$ cat src/sv/u8cp_pkg.sv
package u8cp_pkg;

    localparam logic [20:0] REPLACEMENT_CP = 21'h00FFFD;
    localparam logic [20:0] MAX_CP         = 21'h10FFFF;
    localparam logic [20:0] SURR_LO        = 21'h00D800;
    localparam logic [20:0] SURR_HI        = 21'h00DFFF;
    localparam logic [20:0] MIN_CP2        = 21'h000080;
    localparam logic [20:0] MIN_CP3        = 21'h000800;
    localparam logic [20:0] MIN_CP4        = 21'h010000;

    localparam logic [7:0] MASK2 = 8'hE0;
    localparam logic [7:0] LEAD2 = 8'hC0;
    localparam logic [7:0] MASK3 = 8'hF0;
    localparam logic [7:0] LEAD3 = 8'hE0;
    localparam logic [7:0] MASK4 = 8'hF8;
    localparam logic [7:0] LEAD4 = 8'hF0;

    // result of one scan step at the head of the byte window
    typedef struct packed {
        logic        emit;
        logic [20:0] cp;
        logic [2:0]  adv;
        logic        done;
    } step_t;

    // sequence length announced by a start byte, 0 for a bad start byte
    function automatic logic [2:0] start_len(input logic [7:0] b);
        logic [2:0] len;
        if (!b[7])
        begin
            len = 3'd1;
        end
        else if ((b & MASK2) == LEAD2)
        begin
            len = 3'd2;
        end
        else if ((b & MASK3) == LEAD3)
        begin
            len = 3'd3;
        end
        else if ((b & MASK4) == LEAD4)
        begin
            len = 3'd4;
        end
        else
        begin
            len = 3'd0;
        end
        return len;
    endfunction

endpackage

$ cat src/sv/u8cp_step_unit.sv
module u8cp_step_unit (
    input  logic [3:0][7:0]     win,
    input  logic [2:0]          rem,
    input  logic                last,
    output u8cp_pkg::step_t     res
);
    import u8cp_pkg::*;

    logic [2:0]  len;
    logic [20:0] cp2;
    logic [20:0] cp3;
    logic [20:0] cp4;
    logic [20:0] value;
    logic        cont_bad;
    logic        invalid;
    logic [2:0]  rem_left;
    logic [2:0]  look_len;
    logic        step_emit;
    logic [20:0] step_cp;
    logic [2:0]  step_adv;
    logic        step_done;

    assign len = start_len(win[0]);
    assign cp2 = {10'd0, win[0][4:0], win[1][5:0]};
    assign cp3 = {5'd0, win[0][3:0], win[1][5:0], win[2][5:0]};
    assign cp4 = {win[0][2:0], win[1][5:0], win[2][5:0], win[3][5:0]};

    // continuation bytes must be 10xxxxxx
    assign cont_bad = ((len >= 3'd2) && (win[1][7:6] != 2'b10))
                   || ((len >= 3'd3) && (win[2][7:6] != 2'b10))
                   || ((len == 3'd4) && (win[3][7:6] != 2'b10));

    always_comb
    begin
        unique case (len)
            3'd1:    value = {13'd0, win[0]};
            3'd2:    value = cp2;
            3'd3:    value = cp3;
            3'd4:    value = cp4;
            default: value = REPLACEMENT_CP;
        endcase
    end

    // out of range, surrogate or overlong
    assign invalid = (value > MAX_CP)
                  || ((value >= SURR_LO) && (value <= SURR_HI))
                  || ((len == 3'd2) && (value < MIN_CP2))
                  || ((len == 3'd3) && (value < MIN_CP3))
                  || ((len == 3'd4) && (value < MIN_CP4));

    always_comb
    begin
        step_emit = 1'b1;
        step_cp   = REPLACEMENT_CP;
        step_adv  = 3'd1;
        priority if (len == 3'd0)
        begin
            step_adv = 3'd1;
        end
        else if (len > rem)
        begin
            // sequence still short: flush at stream end, otherwise hold
            step_emit = last;
            step_adv  = last ? rem : 3'd0;
        end
        else if (cont_bad)
        begin
            step_adv = 3'd1;
        end
        else
        begin
            step_cp  = invalid ? REPLACEMENT_CP : value;
            step_adv = len;
        end
    end

    // look ahead at the next start byte so the last result carries run_end
    assign rem_left  = rem - step_adv;
    assign look_len  = start_len(win[step_adv[1:0]]);
    assign step_done = !step_emit || (rem_left == 3'd0)
                    || (!last && (look_len != 3'd0) && (look_len > rem_left));

    assign res = {step_emit, step_cp, step_adv, step_done};

endmodule

$ cat src/sv/utf8_to_codepoint_decoder.sv
// flow: a byte accepted in IDLE is registered into the byte window, and SCAN registers its code points
//   in the output register; no new byte is taken until SCAN returns to IDLE;
//   the step unit decodes one sequence per cycle, and a full output register stalls it
// reset: rst_n clears the held byte count, the sequencer and the output valid at once;
//   held bytes are not cleared and no clearing pass runs
module utf8_to_codepoint_decoder (
    input  logic        clk,
    input  logic        rst_n,
    input  logic        s_axis_tvalid,
    output logic        s_axis_tready,
    input  logic [7:0]  s_axis_tdata,   // in_byte
    input  logic        s_axis_tlast,   // stream_last
    output logic        m_axis_tvalid,
    input  logic        m_axis_tready,
    output logic [23:0] m_axis_tdata,   // code_point [20:0], zero pad [23:21]
    output logic        m_axis_tlast,   // stream_end
    output logic        m_axis_tuser    // run_end
);
    import u8cp_pkg::*;

    typedef enum logic {
        IDLE,
        SCAN
    } state_t;

    state_t          state_reg, state_next;
    logic [1:0]      held_count_reg, held_count_next;
    logic [2:0]      rem_reg, rem_next;
    logic            last_reg, last_next;
    logic [3:0][7:0] win_reg, win_next;
    logic            out_valid_reg, out_valid_next;
    logic [20:0]     out_cp_reg, out_cp_next;
    logic            out_run_reg, out_run_next;
    logic            out_stream_reg, out_stream_next;

    step_t           step;
    logic            in_xfer;
    logic            advance;

    // one decode step at the head of the byte window, reused every scan cycle
    u8cp_step_unit u_step (
        .win  (win_reg),
        .rem  (rem_reg),
        .last (last_reg),
        .res  (step)
    );

    assign s_axis_tready = (state_reg == IDLE);
    assign in_xfer       = s_axis_tvalid && s_axis_tready;
    // a step may run when the output slot is free or being emptied this cycle
    assign advance       = (state_reg == SCAN) && (!out_valid_reg || m_axis_tready);

    always_comb
    begin
        state_next      = state_reg;
        held_count_next = held_count_reg;
        rem_next        = rem_reg;
        last_next       = last_reg;
        win_next        = win_reg;
        out_valid_next  = out_valid_reg && !m_axis_tready;
        out_cp_next     = out_cp_reg;
        out_run_next    = out_run_reg;
        out_stream_next = out_stream_reg;

        unique case (state_reg)
            IDLE:
            begin
                if (in_xfer)
                begin
                    // new byte lands behind the held bytes
                    win_next[held_count_reg] = s_axis_tdata;
                    rem_next                 = {1'b0, held_count_reg} + 3'd1;
                    last_next                = s_axis_tlast;
                    state_next               = SCAN;
                end
            end
            SCAN:
            begin
                if (advance)
                begin
                    if (step.emit)
                    begin
                        out_valid_next  = 1'b1;
                        out_cp_next     = step.cp;
                        out_run_next    = step.done;
                        out_stream_next = step.done && last_reg;
                    end
                    // consume bytes by shifting the window toward entry 0
                    win_next = win_reg >> {step.adv, 3'b000};
                    rem_next = rem_reg - step.adv;
                    if (step.done)
                    begin
                        // what is left is an incomplete sequence, kept unless the stream ended
                        held_count_next = last_reg ? 2'd0 : rem_next[1:0];
                        state_next      = IDLE;
                    end
                end
            end
            default:
            begin
                state_next = IDLE;
            end
        endcase
    end

    always_ff @(posedge clk or negedge rst_n)
    begin
        if (!rst_n)
        begin
            state_reg      <= IDLE;
            held_count_reg <= 2'd0;
            rem_reg        <= 3'd0;
            last_reg       <= 1'b0;
            out_valid_reg  <= 1'b0;
            out_cp_reg     <= 21'd0;
            out_run_reg    <= 1'b0;
            out_stream_reg <= 1'b0;
        end
        else
        begin
            state_reg      <= state_next;
            held_count_reg <= held_count_next;
            rem_reg        <= rem_next;
            last_reg       <= last_next;
            out_valid_reg  <= out_valid_next;
            out_cp_reg     <= out_cp_next;
            out_run_reg    <= out_run_next;
            out_stream_reg <= out_stream_next;
        end
    end

    // byte window is payload only
    always_ff @(posedge clk)
    begin
        win_reg <= win_next;
    end

    assign m_axis_tvalid = out_valid_reg;
    assign m_axis_tdata  = {3'd0, out_cp_reg};
    assign m_axis_tlast  = out_stream_reg;
    assign m_axis_tuser  = out_run_reg;

endmodule

$ cat config.mk
export PLATFORM = sky130hd
export DESIGN_NAME = utf8_to_codepoint_decoder
export DESIGN_NICKNAME = d
export VERILOG_FILES = /design/src/sv/u8cp_pkg.sv /design/src/sv/u8cp_step_unit.sv /design/src/sv/utf8_to_codepoint_decoder.sv
export SDC_FILE = /design/constraint.sdc
export NUM_CORES = 1
export LEC_CHECK = 0
export BUFFER_PORTS_ARGS = -buffer_cell sky130_fd_sc_hd__buf_2
export CAP_MARGIN = 10
export CORE_ASPECT_RATIO = 1.75
export CORE_MARGIN = 2
export CORE_UTILIZATION = 50
export DETAILED_ROUTE_END_ITERATION = 8
export PLACE_DENSITY = 0.7
export SYNTH_ARGS = -nofsm -noshare
export SYNTH_HDL_FRONTEND = slang
export SYNTH_SLANG_ARGS = --single-unit
export TNS_END_PERCENT = 30
$ cat constraint.sdc
create_clock -name clk -period 6.8 [get_ports clk]
set_input_delay 1.36 -clock clk [delete_from_list [all_inputs] [get_ports clk]]
set_output_delay 1.36 -clock clk [all_outputs]
set_load 0.02 [all_outputs]
* Word-level counts from Yosys, hierarchy flattened *
Index checks and enable logic that the tools add are counted.

word-level totals
  register bits = 63
  bits in latches = 0
  memory bits (writable) = 0
  bits in read-only memories = 0
  input bits = 13
  output and inout bits = 28
  word-level logic and storage cells = 116
  memories = 0

cells by class
  add/subtract/negate cells = 2
  multipliers = 0
  divide/modulo/power cells = 0
  $lt $le $gt $ge = 13
  equality and inequality tests = 15
  shift-type cells = 1
  mux-type cells = 38
  bitwise operators = 1
  reduce and logical (&&, ||, !) cells = 34

operators with widths
  cell                  number
  $mux 21               4
  $pmux 21 s4           1
  $mux 32               2
  $pmux 32 s2           1
  $mux 3                14
  $bwmux 32             1
  $shr 32x6->32         1
  $ge 21x16->1 const B  1
  $gt 21x21->1 const B  1
  $le 21x16->1 const B  1
  $lt 21x12->1 const B  1
  $lt 21x17->1 const B  1
  $lt 21x8->1 const B   1
  $bmux 8 s2            1
  $demux 8 s2           1
  $mux 8                2
  $logic_and 1x1->1     14
  $eq 5x5->1 const B    2
  $eq 3x3->1 const B    3
  $logic_or 1x1->1      9
  $eq 4x4->1 const B    2
  $mux 1                8
  $eq 3x2->1 const B    2
  $ge 3x2->1 const B    2
  other kinds (17)      28

* Logic depth before layout (Yosys ltp) *
  word-level depth = 26
  mapped depth = 24
  depth with buffers taken out = 20

* Hierarchy *
A second synthesis with hierarchy kept.

second synthesis, totals
  cells, all modules = 437
  area, all modules = 4377.9 um^2

by module, submodules not included
  module                     instances  cells each  area each (um^2)  seq. area each (um^2)
  utf8_to_codepoint_decoder  1          263         3151.8            1736.7
  u8cp_step_unit             1          174         1226.2            0.0

* Least setup slack after synthesis *
OpenSTA, ideal clock, no wires.

  kind = register -> register
  start = reg win_reg[5] (netlist bit)
  end = reg held_count_reg[0]
  setup time = 0.136 ns
  arrival = 4.932 ns
  data required time = 6.664 ns
  setup slack = 1.732 ns
  stages on the path, launching flop included = 24
  buffers on the path = 5
  cell sequence = edfxtp_1 > buf_2 > nand3_2 > nor3_1 > clkbuf_1 > buf_1 > ha_1 > and3_1 > a21o_1 > buf_2 > a211o_1 > nand2_1 > inv_2 > buf_2 > ha_1 > inv_1 > fa_1 > inv_1 > ha_1 > nor2b_1 > o21a_1 > o221ai_1 > or2_1 > o211ai_1

between the ends
  cells in the longest elaborated chain, start to end = 24

RTL lines
  element                                                              RTL line                          RTL
  from (decl)                                                          utf8_to_codepoint_decoder.sv:30   logic [3:0][7:0] win_reg, win_next;
  from (signal assigned)                                               utf8_to_codepoint_decoder.sv:135  win_reg <= win_next;
  parallel branches: the longest is 24 deep, another holds $ge 3x2->1  --
  to (signal assigned)                                                 utf8_to_codepoint_decoder.sv:122  held_count_reg <= held_count_next;
  to (decl)                                                            utf8_to_codepoint_decoder.sv:27   logic [1:0] held_count_reg, held_count_next;

Several ways; the timed one is not identified. The select of a mux whose other input is x is not followed.
A chain may end at the register's enable or synchronous reset.

* Final worst setup path *
Ends and elaborated chain as after synthesis.

==> impl_metrics.ini <==
[yosys]
synth_area_per_cell_um2 = 9.60
ys.flop_type = edfxtp_1
synth_top_family_by_area = compound AO/OA/AOI/OAI gates
synth-xor-area-share = 0.00456
synthAdderAreaFrac = 0.0411
syn_area_um2 = 3840
synth.top_cell.area_share = 0.250
ys_warn_count = 0
synth_mux_area_frac = 0.0512
yosys.area_share.simple = 0.162
synth_edf_count = 32
syn_inst = 400
synth_compound_area_frac = 0.236
async_reset_ff_frac = 0.492
synth_top_area_cell = edfxtp_1
yosysSeqAreaShare = 0.452
synth_seq_cells = 63
ys_types = 64
synth.area.top_cells = edfxtp_1 25%, dfrtp_1 20%, nand2_1 5.2%, mux2i_1 4.4%, ha_1 3.6%

[finish]
area_growth_pct = 12.3
diodes = 0
fillers = 684
layout_commonest_cell = nand2_1
layout.nets = 452
final_layout_size_suffix_gt1_frac = 0.150
largest_reg_flops = 32
mostFrequentLayoutCells = 53 x nand2_1, 37 x buf_2, 36 x nor2_1

[cts]
clk_pin_slew_ns = 0.06
cts_resized = 0
cts_max_path_buffers = 2
cts_made_buffers = 9
insertion_delay_ns = 0.34
clock_sinks = 63
cts_tree = done
postCtsHoldBufs = 0
htreeDepth = 3
cts_setup_buffers = 0
root_buffer = clkbuf_16

[global_routing]
grt_overflow = 0
grt_pass1_wl_um = 16900
grt_max_degree = 32
grt_use_total = 0.259
grt_pass1_vias = 3241
antenna_found_initial = 0

[place]
post-dp-hpwl_um = 7710
gp_congestion = 0.916
port_buffers = 37

[sta]
finalCriticalPeriod_ns = 5.27
worst_pin_slew_ns = 1.18
drv_slew = 0
fmax_mhz = 190
finalHoldViolCount = 0
slew_headroom = 0.210
fin_crit_sh = 0.775
tns_ns = 0
setup_viol = 0
rsz0062_at_grt = false
finalClockSkew_ns = 0.00823

[floorplan]
die_y_um = 120
core_area_um2 = 7510
pin_count = 41
row_count = 42
die_w_um = 70.2
start_util = 0.511
die_area_um2 = 8420

[worst_setup_path]
path_max_fanout = 13
critPathCaptureType = flop
arrival_ns = 5.47
worstSetupPathType = reg2reg
cp.required_ns = 7.00
worst_setup_path_start_kind = flop

[drt]
vias = 3250
antenna_left = 0
drc = 0
post_drt_via_cell_ratio = 6.25
routed_wl_um = 10200
first_iter_violations = 287
wire_per_inst_um = 19.6
dr.pass1.iters = 7

[outcome]
status = finished, final reports clean

[hold_path]
hold_path_class = reg2reg

[run]
maxCapViolations = 0
cells in the mapped netlist (3+ instances only):
cell	number
a21oi_1	25
a221o_1	5
a222oi_1	5
a22o_1	13
a22oi_1	17
a31oi_1	8
a32o_1	5
buf_1	4
buf_2	5
buf_4	3
clkbuf_1	12
dfrtp_1	31
edfxtp_1	32
ha_1	11
inv_1	19
inv_2	3
mux2i_1	17
nand2_1	53
nand3_1	5
nor2_1	36
nor2b_1	16
nor3_1	5
o21ai_0	15
o21ai_1	4
critical path: stages (launching register included):
cell and delay, ns:
edfxtp_1 0.53, nand3_2 0.18, nor2_1 0.68, nor2_1 0.11, ha_1 0.29, and3_1 0.20, a21o_1 0.26, a211o_1 0.33
nand2_1 0.30, inv_2 0.23, ha_1 0.23, inv_1 0.07, fa_1 0.45, inv_1 0.11, ha_1 0.25, nor2b_1 0.14
o21a_1 0.16, o221ai_1 0.31, or2_1 0.20, o211ai_1 0.12
final timing paths:
| kind | startpoint | to | slack (ns) | cells past startpoint |
|---|---|---|---|---|
| worst max-delay path | win_reg[5]$_DFFE_PP_ | held_count_reg[0]$_DFFE_PN0P_ | 1.53 | 19 |
| worst min-delay path | m_axis_tlast$_DFFE_PN0P_ | m_axis_tlast$_DFFE_PN0P_ | 0.48 | 2 |
| min in group asynchronous | rst_n | m_axis_tlast$_DFFE_PN0P_ | 1.06 | 1 |
| worst min register to register | m_axis_tlast$_DFFE_PN0P_ | m_axis_tlast$_DFFE_PN0P_ | 0.48 | 2 |
| worst max register to register | win_reg[5]$_DFFE_PP_ | held_count_reg[0]$_DFFE_PN0P_ | 1.53 | 19 |
| max in group asynchronous | rst_n | out_cp_reg[20]$_DFFE_PN0P_ | 5.30 | 1 |
area by class of cell:
type                       count  area, um^2  share of cell area
clock inverter                 6        37.5             0.00871
clock buffer                  10         229              0.0531
multi-input combinational    292        1910               0.444
sequential                    63        1740               0.403
timing repair buffer          39         200              0.0464
tap                           88         110              0.0255
inverter                      22        82.6              0.0192
metal layers:
metal,part of all wire,vias to the layer above,wire (um),track usage
met3,0.049,23,498,0.0512
met5,0,-,0,0
met1,0.39,1579,3970,0.306
met4,0.032,0,329,0.125
li1,-,1538,-,-
met2,0.53,110,5380,0.444
logic make-up after synthesis:
group,count (synthesis)
AND/OR/NAND/NOR,133
AO/OA/AOI/OAI,123
flip-flops,63
buffers and inverters,47
multiplexers,19
adder cells (fa/ha/maj),12
XOR/XNOR,2
other,1
through the flow:
step,hold WS [ns],setup slack [ns],utilization,cell area [um^2],cells
final,0.483,1.53,0.574,4310,520
after global routing,0.516,1.07,0.574,4310,520
after CTS,0.491,1.54,0.574,4310,520
after detailed placement,0.480,1.57,0.538,4040,504
after global placement,0.466,1.78,0.538,4040,504
after floorplan,0.546,1.73,-,3850,402
Power is left out: the tool's default activity adds up to more than one toggle a clock period on the data nets, which glitch-free logic cannot reach.
